--- config.mk ---
export PLATFORM = sky130hd
export DESIGN_NAME = filter_envelope_generator_unit_flat
export DESIGN_NICKNAME = d
export VERILOG_FILES = /design/src/feg_pkg.sv /design/src/feg_in_if.sv /design/src/feg_out_if.sv /design/src/filter_envelope_generator_unit.sv /design/src/feg_cfg.sv /design/src/feg_rate.sv /design/src/feg_step.sv /design/src/flat_wrapper.sv
export SDC_FILE = /design/constraint.sdc
export NUM_CORES = 1
export LEC_CHECK = 0
export BUFFER_PORTS_ARGS = -buffer_cell sky130_fd_sc_hd__buf_2
export CAP_MARGIN = 20
export CORE_MARGIN = 10
export CORE_UTILIZATION = 30
export CTS_BUF_LIST = sky130_fd_sc_hd__clkbuf_2 sky130_fd_sc_hd__clkbuf_4 sky130_fd_sc_hd__clkbuf_8
export CTS_CLUSTER_SIZE = 14
export DETAILED_ROUTE_END_ITERATION = 12
export GPL_TIMING_DRIVEN = 0
export SLEW_MARGIN = 20
export SYNTH_ARGS = -nofsm -noshare
export SYNTH_HDL_FRONTEND = slang
export SYNTH_SLANG_ARGS = --single-unit
--- constraint.sdc ---
create_clock -name clk -period 10.9 [get_ports clk]
set_clock_uncertainty 0.2 [all_clocks]
set_input_delay 1.635 -clock clk [delete_from_list [all_inputs] [get_ports clk]]
set_output_delay 1.635 -clock clk [all_outputs]
set_load 0.05 [all_outputs]
--- src/feg_pkg.sv ---
// types, codes and the rate increment table of the filter envelope generator
`timescale 1ns / 1ps

package feg_pkg;

  localparam int LEVEL_W = 13;
  localparam int CNT_W   = 14;
  localparam int BASE_W  = 5;
  localparam int RATE_W  = 6;
  localparam int INC_W   = 4;
  localparam int CFG_W   = 52;
  localparam int IDX_W   = 3;

  localparam logic [LEVEL_W-1:0] LEVEL_MAX = 13'h1FFF;

  // item modes
  localparam logic [1:0] MODE_PLAIN   = 2'd0;
  localparam logic [1:0] MODE_KEY_ON  = 2'd1;
  localparam logic [1:0] MODE_KEY_OFF = 2'd2;

  // register indexes
  localparam logic [IDX_W-1:0] REG_START_LEVEL = 3'd0;
  localparam logic [IDX_W-1:0] REG_TARGETS     = 3'd1;
  localparam logic [IDX_W-1:0] REG_RATES       = 3'd2;
  localparam logic [IDX_W-1:0] REG_KEY_SCALE   = 3'd3;
  localparam logic [IDX_W-1:0] REG_OCTAVE      = 3'd4;
  localparam logic [IDX_W-1:0] REG_FNUM_BIT9   = 3'd5;
  localparam logic [IDX_W-1:0] REG_SLOW_OFFSET = 3'd6;
  localparam logic [IDX_W-1:0] REG_STEP_KOFF   = 3'd7;

  localparam logic [3:0] KEY_SCALE_OFF = 4'd15;

  // rate thresholds
  localparam logic [RATE_W-1:0] RATE_FAST = 6'd48;
  localparam logic [RATE_W-1:0] RATE_TOP  = 6'd60;
  localparam logic [RATE_W-1:0] RATE_MAX  = 6'd63;
  localparam logic [3:0]        SHIFT_MAX = 4'd11;
  localparam logic [4:0]        ROW_TOP   = 5'd16;
  localparam logic [4:0]        ROW_FAST_OFS = 5'd12;

  typedef enum logic [1:0] {
    PH_ATTACK  = 2'd0,
    PH_DECAY1  = 2'd1,
    PH_DECAY2  = 2'd2,
    PH_RELEASE = 2'd3
  } phase_t;

  typedef struct packed {
    logic [LEVEL_W-1:0]         start_level;
    logic [3:0][LEVEL_W-1:0]    target;
    logic [3:0][BASE_W-1:0]     rate;
    logic [3:0]                 key_scale;
    logic signed [3:0]          octave;
    logic                       fnum_bit9;
    logic                       slow_offset;
    logic                       step_on_key_off;
  } cfg_t;

  typedef struct packed {
    logic [LEVEL_W-1:0] level;
    phase_t             phase;
    logic               falling;
    logic               passed;
  } env_state_t;

  localparam logic [INC_W-1:0] INC_TABLE [17][8] = '{
    '{4'd0,4'd1,4'd0,4'd1,4'd0,4'd1,4'd0,4'd1},
    '{4'd0,4'd1,4'd0,4'd1,4'd1,4'd1,4'd0,4'd1},
    '{4'd0,4'd1,4'd1,4'd1,4'd0,4'd1,4'd1,4'd1},
    '{4'd0,4'd1,4'd1,4'd1,4'd1,4'd1,4'd1,4'd1},
    '{4'd1,4'd1,4'd1,4'd1,4'd1,4'd1,4'd1,4'd1},
    '{4'd1,4'd2,4'd1,4'd1,4'd1,4'd2,4'd1,4'd1},
    '{4'd1,4'd2,4'd1,4'd2,4'd1,4'd2,4'd1,4'd2},
    '{4'd1,4'd2,4'd2,4'd2,4'd1,4'd2,4'd2,4'd2},
    '{4'd2,4'd2,4'd2,4'd2,4'd2,4'd2,4'd2,4'd2},
    '{4'd2,4'd4,4'd2,4'd2,4'd2,4'd4,4'd2,4'd2},
    '{4'd2,4'd4,4'd2,4'd4,4'd2,4'd4,4'd2,4'd4},
    '{4'd2,4'd4,4'd4,4'd4,4'd2,4'd4,4'd4,4'd4},
    '{4'd4,4'd4,4'd4,4'd4,4'd4,4'd4,4'd4,4'd4},
    '{4'd4,4'd8,4'd4,4'd4,4'd4,4'd8,4'd4,4'd4},
    '{4'd4,4'd8,4'd4,4'd8,4'd4,4'd8,4'd4,4'd8},
    '{4'd4,4'd8,4'd8,4'd8,4'd4,4'd8,4'd8,4'd8},
    '{4'd8,4'd8,4'd8,4'd8,4'd8,4'd8,4'd8,4'd8}
  };

  function automatic logic [INC_W-1:0] inc_lookup(input logic [4:0] row,
                                                  input logic [2:0] col);
    logic [INC_W-1:0] val;
    val = '0;
    if (row <= ROW_TOP) begin
      val = INC_TABLE[row][col];
    end
    return val;
  endfunction

endpackage

--- src/feg_in_if.sv ---
// input item channel: mode, envelope clock strobe and envelope counter
`timescale 1ns / 1ps

interface feg_in_if;
  import feg_pkg::*;

  logic              valid;
  logic              ready;
  logic [1:0]        mode;
  logic              clock_tick;
  logic [CNT_W-1:0]  env_count;

  modport source (output valid, output mode, output clock_tick, output env_count,
                  input ready);
  modport sink   (input valid, input mode, input clock_tick, input env_count,
                  output ready);
endinterface

--- src/feg_out_if.sv ---
// result item channel: envelope level and phase
`timescale 1ns / 1ps

interface feg_out_if;
  import feg_pkg::*;

  logic                valid;
  logic                ready;
  logic [LEVEL_W-1:0]  level;
  logic [1:0]          phase;

  modport source (output valid, output level, output phase, input ready);
  modport sink   (input valid, input level, input phase, output ready);
endinterface

--- src/filter_envelope_generator_unit.sv ---
// top level of the filter envelope generator
`timescale 1ns / 1ps

// filter envelope generator: one input item per audio sample, one result item
// (level and phase) per input item, in order. an accepted item waits in an
// input register until the result register is free or being drained; then the
// next envelope state is worked out in one pass (key event, phase advance, rate
// lookup, saturating step) and written to the state and result registers at the
// same edge. sustained rate is one item per cycle while the output is not
// stalled; the loop through the level and phase registers is what sets it.
// while a finished result waits the input still takes one item into an empty
// input register; it stalls only when both stages are full. there is no
// clearing pass after reset. configuration is written through the cfg_ port,
// one register per write, and should only change while no item is in flight.
module filter_envelope_generator_unit (
  input  logic                        clk,
  input  logic                        rst_n,
  feg_in_if.sink                      in_ch,
  feg_out_if.source                   out_ch,
  input  logic                        cfg_we,
  input  logic [feg_pkg::IDX_W-1:0]   cfg_index,
  input  logic [feg_pkg::CFG_W-1:0]   cfg_wdata
);
  import feg_pkg::*;

  cfg_t                cfg;

  // input stage
  logic                s1_valid_r;
  logic                s1_valid_nxt;
  logic [1:0]          s1_mode_r;
  logic                s1_tick_r;
  logic [CNT_W-1:0]    s1_cnt_r;
  logic                s1_adv;
  logic                in_take;

  // envelope state and result register
  env_state_t          st_r;
  env_state_t          st_nxt;
  env_state_t          step_res;
  logic                out_valid_r;
  logic                out_valid_nxt;
  logic [LEVEL_W-1:0]  out_level_r;
  logic [1:0]          out_phase_r;

  feg_cfg u_cfg (
    .clk       (clk),
    .rst_n     (rst_n),
    .cfg_we    (cfg_we),
    .cfg_index (cfg_index),
    .cfg_wdata (cfg_wdata),
    .cfg       (cfg)
  );

  feg_step u_step (
    .cfg        (cfg),
    .cur        (st_r),
    .mode       (s1_mode_r),
    .clock_tick (s1_tick_r),
    .env_count  (s1_cnt_r),
    .nxt        (step_res)
  );

  // input stage moves on when the result register is free or being drained
  assign s1_adv       = s1_valid_r && (!out_valid_r || out_ch.ready);
  assign in_ch.ready  = !s1_valid_r || s1_adv;
  assign in_take      = in_ch.valid && in_ch.ready;

  always_comb begin
    s1_valid_nxt  = in_take ? 1'b1 : (s1_adv ? 1'b0 : s1_valid_r);
    out_valid_nxt = s1_adv ? 1'b1 : (out_ch.ready ? 1'b0 : out_valid_r);
    st_nxt        = s1_adv ? step_res : st_r;
  end

  // control and envelope state
  always_ff @(posedge clk) begin
    if (!rst_n) begin
      s1_valid_r  <= 1'b0;
      out_valid_r <= 1'b0;
      st_r        <= '0;
    end else begin
      s1_valid_r  <= s1_valid_nxt;
      out_valid_r <= out_valid_nxt;
      st_r        <= st_nxt;
    end
  end

  // payload registers
  always_ff @(posedge clk) begin
    if (in_take) begin
      s1_mode_r <= in_ch.mode;
      s1_tick_r <= in_ch.clock_tick;
      s1_cnt_r  <= in_ch.env_count;
    end
    if (s1_adv) begin
      out_level_r <= step_res.level;
      out_phase_r <= step_res.phase;
    end
  end

  assign out_ch.valid = out_valid_r;
  assign out_ch.level = out_level_r;
  assign out_ch.phase = out_phase_r;

endmodule

--- src/feg_cfg.sv ---
// configuration register file with index decode
`timescale 1ns / 1ps

module feg_cfg (
  input  logic                        clk,
  input  logic                        rst_n,
  input  logic                        cfg_we,
  input  logic [feg_pkg::IDX_W-1:0]   cfg_index,
  input  logic [feg_pkg::CFG_W-1:0]   cfg_wdata,
  output feg_pkg::cfg_t               cfg
);
  import feg_pkg::*;

  cfg_t cfg_r;
  cfg_t cfg_nxt;
  cfg_t cfg_rst;

  // reset values: all zero but key scaling, which starts off
  always_comb begin
    cfg_rst           = '0;
    cfg_rst.key_scale = KEY_SCALE_OFF;
  end

  always_comb begin
    cfg_nxt = cfg_r;
    if (cfg_we) begin
      case (cfg_index)
        REG_START_LEVEL: cfg_nxt.start_level     = cfg_wdata[LEVEL_W-1:0];
        REG_TARGETS:     cfg_nxt.target          = cfg_wdata[4*LEVEL_W-1:0];
        REG_RATES:       cfg_nxt.rate            = cfg_wdata[4*BASE_W-1:0];
        REG_KEY_SCALE:   cfg_nxt.key_scale       = cfg_wdata[3:0];
        REG_OCTAVE:      cfg_nxt.octave          = signed'(cfg_wdata[3:0]);
        REG_FNUM_BIT9:   cfg_nxt.fnum_bit9       = cfg_wdata[0];
        REG_SLOW_OFFSET: cfg_nxt.slow_offset     = cfg_wdata[0];
        REG_STEP_KOFF:   cfg_nxt.step_on_key_off = cfg_wdata[0];
        default: ;
      endcase
    end
  end

  always_ff @(posedge clk) begin
    if (!rst_n) begin
      cfg_r <= cfg_rst;
    end else begin
      cfg_r <= cfg_nxt;
    end
  end

  assign cfg = cfg_r;

endmodule

--- src/feg_rate.sv ---
// key-scaled effective rate and rate table increment for one phase
`timescale 1ns / 1ps

module feg_rate (
  input  feg_pkg::cfg_t                cfg,
  input  logic [feg_pkg::BASE_W-1:0]   base,
  input  logic [feg_pkg::CNT_W-1:0]    env_count,
  output logic [feg_pkg::INC_W-1:0]    inc
);
  import feg_pkg::*;

  logic signed [5:0]   key_sum;
  logic [3:0]          key_clip;
  logic [4:0]          scale_add;
  logic [6:0]          rate_raw;
  logic [RATE_W-1:0]   rate;
  logic [3:0]          shift;
  logic [CNT_W-1:0]    cnt_adj;
  logic [CNT_W-1:0]    cnt_low;
  logic [CNT_W-1:0]    cnt_shr;
  logic [4:0]          row;
  logic [2:0]          col;

  // key scaling
  always_comb begin
    key_sum   = signed'({2'b00, cfg.key_scale}) + 6'(cfg.octave);
    key_clip  = (key_sum > 6'sd15) ? 4'd15 : key_sum[3:0];
    scale_add = '0;
    if (cfg.key_scale != KEY_SCALE_OFF && !key_sum[5]) begin
      scale_add = {key_clip, cfg.fnum_bit9};
    end
    rate_raw = {1'b0, base, 1'b0} + 7'(scale_add);
    if (base == '0) begin
      rate = '0;
    end else if (rate_raw > 7'(RATE_MAX)) begin
      rate = RATE_MAX;
    end else begin
      rate = rate_raw[RATE_W-1:0];
    end
  end

  // table row and column, slow rates gate on the low counter bits
  always_comb begin
    shift   = SHIFT_MAX - rate[5:2];
    cnt_adj = cfg.slow_offset ? (env_count - 14'd1) : env_count;
    cnt_low = cnt_adj & ~({CNT_W{1'b1}} << shift);
    cnt_shr = cnt_adj >> shift;
    row     = '0;
    col     = '0;
    inc     = '0;
    if (rate == '0) begin
      inc = '0;
    end else if (rate < RATE_FAST) begin
      row = {3'b000, rate[1:0]};
      col = cnt_shr[2:0];
      inc = (cnt_low != '0) ? '0 : inc_lookup(row, col);
    end else begin
      // dropping bit 5 maps rates 48..59 onto rows 4..15
      row = (rate >= RATE_TOP) ? ROW_TOP : (5'(rate) - ROW_FAST_OFS);
      col = env_count[2:0];
      inc = inc_lookup(row, col);
    end
  end

endmodule

--- src/feg_step.sv ---
// next envelope state for one item: key events, phase advance and level step
`timescale 1ns / 1ps

module feg_step (
  input  feg_pkg::cfg_t               cfg,
  input  feg_pkg::env_state_t         cur,
  input  logic [1:0]                  mode,
  input  logic                        clock_tick,
  input  logic [feg_pkg::CNT_W-1:0]   env_count,
  output feg_pkg::env_state_t         nxt
);
  import feg_pkg::*;

  logic [LEVEL_W-1:0]  lvl_a;
  phase_t              ph_a;
  logic                fall_a;
  logic                pas_a;
  logic                do_step;
  phase_t              ph_b;
  logic                fall_b;
  logic                pas_b;
  logic [INC_W-1:0]    inc;
  logic [LEVEL_W-1:0]  tgt;
  logic [LEVEL_W:0]    up_sum;
  logic [LEVEL_W-1:0]  nv;
  logic                above;
  logic                nabove;

  // key events and advance past a crossed target
  always_comb begin
    lvl_a   = cur.level;
    ph_a    = cur.phase;
    fall_a  = cur.falling;
    pas_a   = cur.passed;
    do_step = clock_tick;
    case (mode)
      MODE_KEY_ON: begin
        lvl_a   = cfg.start_level;
        ph_a    = PH_ATTACK;
        fall_a  = cfg.start_level >= cfg.target[PH_ATTACK];
        pas_a   = 1'b0;
        do_step = 1'b0;
      end
      MODE_KEY_OFF: begin
        ph_a    = PH_RELEASE;
        fall_a  = cur.level >= cfg.target[PH_RELEASE];
        pas_a   = 1'b0;
        do_step = clock_tick && cfg.step_on_key_off;
      end
      default: ;
    endcase

    ph_b   = ph_a;
    fall_b = fall_a;
    pas_b  = pas_a;
    if (do_step && pas_a && (ph_a inside {PH_ATTACK, PH_DECAY1})) begin
      ph_b   = phase_t'(ph_a + 2'd1);
      fall_b = lvl_a >= cfg.target[ph_b];
      pas_b  = 1'b0;
    end
  end

  feg_rate u_rate (
    .cfg       (cfg),
    .base      (cfg.rate[ph_b]),
    .env_count (env_count),
    .inc       (inc)
  );

  // saturating step toward the target
  always_comb begin
    tgt    = cfg.target[ph_b];
    up_sum = {1'b0, lvl_a} + 14'(inc);
    if (fall_b) begin
      nv = (lvl_a < 13'(inc)) ? '0 : (lvl_a - 13'(inc));
    end else begin
      nv = up_sum[LEVEL_W] ? LEVEL_MAX : up_sum[LEVEL_W-1:0];
    end
    above  = lvl_a >= tgt;
    nabove = nv >= tgt;

    nxt.level   = lvl_a;
    nxt.phase   = ph_b;
    nxt.falling = fall_b;
    nxt.passed  = pas_b;
    if (do_step && (inc != '0) && !pas_b) begin
      if (ph_b inside {PH_DECAY2, PH_RELEASE}) begin
        // hold phases stop short of the target
        if (nabove == above) begin
          nxt.level = nv;
        end
      end else begin
        nxt.level = nv;
        if (nabove != above) begin
          nxt.passed = 1'b1;
        end
      end
    end
  end

endmodule

--- src/flat_wrapper.sv ---
// flat-port wrapper written by rule: the top's interface ports become plain ports
module filter_envelope_generator_unit_flat import feg_pkg::*;
  (clk, rst_n, cfg_we, cfg_index, cfg_wdata, in_ch_valid, in_ch_mode, in_ch_clock_tick, in_ch_env_count, in_ch_ready, out_ch_valid, out_ch_level, out_ch_phase, out_ch_ready);
  feg_in_if in_ch_i ();
  feg_out_if out_ch_i ();
  input  logic clk;
  input  logic rst_n;
  input  logic cfg_we;
  input  logic [feg_pkg::IDX_W-1:0] cfg_index;
  input  logic [feg_pkg::CFG_W-1:0] cfg_wdata;
  input wire logic [$bits(in_ch_i.valid)-1:0] in_ch_valid;
  input wire logic [$bits(in_ch_i.mode)-1:0] in_ch_mode;
  input wire logic [$bits(in_ch_i.clock_tick)-1:0] in_ch_clock_tick;
  input wire logic [$bits(in_ch_i.env_count)-1:0] in_ch_env_count;
  output wire logic [$bits(in_ch_i.ready)-1:0] in_ch_ready;
  output wire logic [$bits(out_ch_i.valid)-1:0] out_ch_valid;
  output wire logic [$bits(out_ch_i.level)-1:0] out_ch_level;
  output wire logic [$bits(out_ch_i.phase)-1:0] out_ch_phase;
  input wire logic [$bits(out_ch_i.ready)-1:0] out_ch_ready;
  assign in_ch_i.valid = in_ch_valid;
  assign in_ch_i.mode = in_ch_mode;
  assign in_ch_i.clock_tick = in_ch_clock_tick;
  assign in_ch_i.env_count = in_ch_env_count;
  assign in_ch_ready = in_ch_i.ready;
  assign out_ch_valid = out_ch_i.valid;
  assign out_ch_level = out_ch_i.level;
  assign out_ch_phase = out_ch_i.phase;
  assign out_ch_i.ready = out_ch_ready;
  filter_envelope_generator_unit u_core (.clk(clk), .rst_n(rst_n), .in_ch(in_ch_i), .out_ch(out_ch_i), .cfg_we(cfg_we), .cfg_index(cfg_index), .cfg_wdata(cfg_wdata));
endmodule
==> metrics.log <==
INFO  metric run_status = complete, no violations
INFO  metric min_path_type = reg -> reg
INFO  metric design.die.area = 0.0447 sq mm
INFO  metric drt_wl_total = 38.9 mm
INFO  metric placed_area = 0.0120 sq mm
INFO  metric critPathMaxStageDelay = 0.46 ns
INFO  metric synth_area = 0.0110 sq mm
INFO  metric globalRoute.totalOverflow = 0
INFO  metric start_util = 30.2%
INFO  metric die_h = 211 um
INFO  metric crit_path_frequent_cell = sky130_fd_sc_hd__o21a_1
INFO  metric wl_per_cell = 19.0 um
INFO  metric firstDrtPassIters = 10
INFO  metric die_w = 211 um
INFO  metric path_max_fanout = 10
INFO  metric slew_headroom = 37.4%
INFO  metric first_global_vias = 10300
INFO  metric yosysUniqueCellTypes = 83
INFO  metric yosys_register_bits = 147
INFO  metric core_area = 0.0364 sq mm
INFO  metric average_footprint_of_a_synthesized_cell = 7.61 sq um
INFO  metric critical_path.slowest_cell = sky130_fd_sc_hd__a2111oi_4
INFO  metric maxClockFrequency = 96.0 MHz
INFO  metric final_nets = 1741
INFO  metric buffer_ports.inserted = 92
INFO  metric finalSetupViolCount = 0
INFO  metric stdcell_count = 2046
INFO  metric post_synth_main_area_contributors = sky130_fd_sc_hd__dfxtp_1, sky130_fd_sc_hd__ha_1, sky130_fd_sc_hd__nand2_1
INFO  metric timing.critical_path.required = 11.09 ns
INFO  metric diodes = 0
INFO  metric final-max-slew-violation-count = 0
INFO  metric first_iter_violations = 1011
INFO  metric routed-via-count = 11100
INFO  metric synth.yosys.warnings = 0
INFO  metric worst-slew-pin-transition = 0.930 ns
INFO  metric criticalPathCategory = reg -> reg
INFO  metric number_of_flops_mapped_to_enable_cells_by_yosys = 32
INFO  metric mostFrequentLayoutCell = sky130_fd_sc_hd__nand2_1
INFO  metric timing.reg2reg.worst_path_depth = 47
INFO  metric mostFrequentLayoutCells = sky130_fd_sc_hd__nand2_1, sky130_fd_sc_hd__a21oi_1, sky130_fd_sc_hd__dfxtp_1
INFO  metric finalCriticalPeriod = 10.42 ns
INFO  metric antenna_violating_nets_post_route = 0
INFO  metric cts_buffers = 17
INFO  metric final_core_utilization = 34.8%
INFO  metric final_instance_area = 0.0127 sq mm
INFO  metric whs_path_depth = 2
INFO  metric number_of_antenna_violations_at_the_first_check_in_global_routing = 0
INFO  metric hold_violations = 0
INFO  metric critical_path_arrival = 10.61 ns
INFO  metric synth_top_flop_cell = sky130_fd_sc_hd__dfxtp_1
INFO  metric power.static_leakage = 4.94 nW
INFO  metric worst_skew_late_latency = 0.49 ns
INFO  metric crit_path_end_kind = flip-flop
INFO  metric max_cap_violations = 0
INFO  metric cts.sinks = 147
INFO  metric cts_root_buf = sky130_fd_sc_hd__clkbuf_8
INFO  metric number_of_levels_in_the_clock_h_tree = 4
INFO  metric global_route_wire_length_before_repair = 59.4 mm
INFO  metric fraction_of_the_cycle_the_final_worst_path_needs = 95.6%
INFO  metric drc = 0
INFO  metric vias_per_cell = 5.42
INFO  metric maximum_number_of_pins_on_one_net_before_global_route_repair = 25
INFO  metric mappedNetlistNets = 1621
INFO  metric post-dp-hpwl = 30.8 mm
INFO  metric grt_usage = 17.0%
INFO  metric post_route_cells_drive_above_1_share = 13.6%
INFO  metric synth_area_leader_cell = sky130_fd_sc_hd__dfxtp_1
INFO  metric postSynthCellCount = 1445
INFO  metric part_of_the_yosys_area_used_for_sequential_elements = 29.7%
INFO  metric num_io_pins = 94
INFO  metric flow.area_growth_from_synthesis = 15.3%
INFO  metric crit_path_start_kind = flip-flop
INFO  metric worst_voltage_drop_across_the_vdd_grid = 0.0000707 V
INFO  metric post-layout-total-power = 0.00144 W
INFO  metric placement_rows = 70
INFO  metric postSynth.asyncResetShare = 0%
INFO  metric yosys.area.top_type_share = 20.9%
INFO  metric placed_cells = 2005
INFO  metric ctsLongestPathBuffers = 2
INFO  metric clock_tree_from_tritoncts = done
INFO  metric cellPowerDensity = 114 mW/mm^2
INFO  metric gpl.final_weighted_congestion = 0.968
INFO  metric clk_transition_reported_paths = 0.10 ns
-- worst max-delay path, delay by kind of cell, from the launching register on --
kind / cells / cell delay [ns]
adders and majority gates: 6 / 1.82
buffers and inverters: 3 / 0.35
and+or+nand+nor: 14 / 2.65
muxes: 1 / 0.33
DFF: 1 / 0.41
AOI/OAI and AO/OA: 23 / 4.56
-- stage by stage --
stage,hold WS (ns),setup TNS (ns),setup WS (ns)
global route,0.285,-0.445,-0.0869
finish,0.262,0,0.482
global placement,0.244,-36.08,-1.45
detailed placement,0.247,-38.37,-1.53
floorplan,0.233,0,0.542
CTS,0.262,0,0.0375
-- Yosys cell counts, types with 6 or more instances --
cell and count:
sky130_fd_sc_hd__a211oi_1 18, sky130_fd_sc_hd__a21o_1 13, sky130_fd_sc_hd__a21oi_1 150, sky130_fd_sc_hd__a31oi_1 11
sky130_fd_sc_hd__and2_1 10, sky130_fd_sc_hd__and3_1 6, sky130_fd_sc_hd__clkbuf_1 71, sky130_fd_sc_hd__dfxtp_1 115
sky130_fd_sc_hd__edfxtp_1 32, sky130_fd_sc_hd__ha_1 95, sky130_fd_sc_hd__inv_1 70, sky130_fd_sc_hd__mux2_2 20
sky130_fd_sc_hd__mux2i_1 26, sky130_fd_sc_hd__nand2_1 288, sky130_fd_sc_hd__nand2b_1 11, sky130_fd_sc_hd__nand3_1 35
sky130_fd_sc_hd__nand4_1 18, sky130_fd_sc_hd__nor2_1 92, sky130_fd_sc_hd__nor2b_1 23, sky130_fd_sc_hd__nor3_1 34
sky130_fd_sc_hd__nor4_1 7, sky130_fd_sc_hd__o211ai_1 24, sky130_fd_sc_hd__o21a_1 17, sky130_fd_sc_hd__o21ai_0 93
sky130_fd_sc_hd__o221ai_1 8, sky130_fd_sc_hd__o31ai_1 7, sky130_fd_sc_hd__or3_1 15, sky130_fd_sc_hd__xnor2_1 18
sky130_fd_sc_hd__xor2_1 12
-- what timing repair did --
item                                    in CTS  in global routing
pin swaps                                    1                  5
setup buffers                                2                 10
endpoints found under the hold margin        0                  0
resized for setup                           18                 34
hold buffers                                 0                  0
endpoints found under the setup margin      27                 26
-- flip-flops by register name (all words and copies together), names as in the netlist --
name / count
u_core.out_ch.level: 13
u_core.s1_cnt_r: 14
u_core.s1_valid_r: 1
u_core.out_ch.valid: 1
u_core.s1_mode_r: 2
u_core.u_cfg.cfg: 96
u_core.s1_tick_r: 1
u_core.out_ch.phase: 2
u_core.st_r: 17
-- path summary, 6_finish.rpt --
check,slack [ns],to,startpoint
worst max register to register,0.48,u_core.st_r[8],u_core.u_cfg.cfg[8]
worst min-delay path,0.26,u_core.u_cfg.cfg[37],u_core.u_cfg.cfg[37]
worst max-delay path,0.48,u_core.st_r[8],u_core.u_cfg.cfg[8]
worst min register to register,0.26,u_core.u_cfg.cfg[37],u_core.u_cfg.cfg[37]
-- area by class of cell --
cell class / instances / area (sq um)
Buffer: 80 / 358
Clock buffer: 17 / 234
Clock inverter: 15 / 155
Fill cell: 3865 / 23800
Inverter: 73 / 274
Multi-Input combinational cell: 1142 / 7260
Sequential cell: 147 / 3260
Tap cell: 468 / 586
Timing Repair Buffer: 104 / 551
-- metal layers --
layer  up-vias  part of all wire, %  routed length (um)  GRT usage [%]
met5         -                    0                   0              0
met4         0                  2.0                 794           4.74
met3        49                  6.6                2560           2.80
met2       417                   45               17300           26.4
met1      5247                   47               18200           23.6
li1       5380                    -                   -              -
-- kinds of logic after synthesis --
| family | after synthesis | share of synthesized area [%] |
|---|---|---|
| AND/OR/NAND/NOR | 562 | 23.2 |
| AO/OA/AOI/OAI | 402 | 22.8 |
| buffers and inverters | 156 | 5.65 |
| flip-flops | 147 | 29.7 |
| adder cells (fa/ha/maj) | 100 | 11.6 |
| multiplexers | 48 | 4.69 |
| XOR/XNOR | 30 | 2.39 |
-- where the power goes --
group	total (W)	switching (W)	internal [W]
registers	0.000588	0.0000156	0.000573
clock network	0.000443	0.000270	0.000173
logic	0.000408	0.000259	0.000149
total	0.00144	0.000545	0.000895
(Power assumes the default switching activity.)
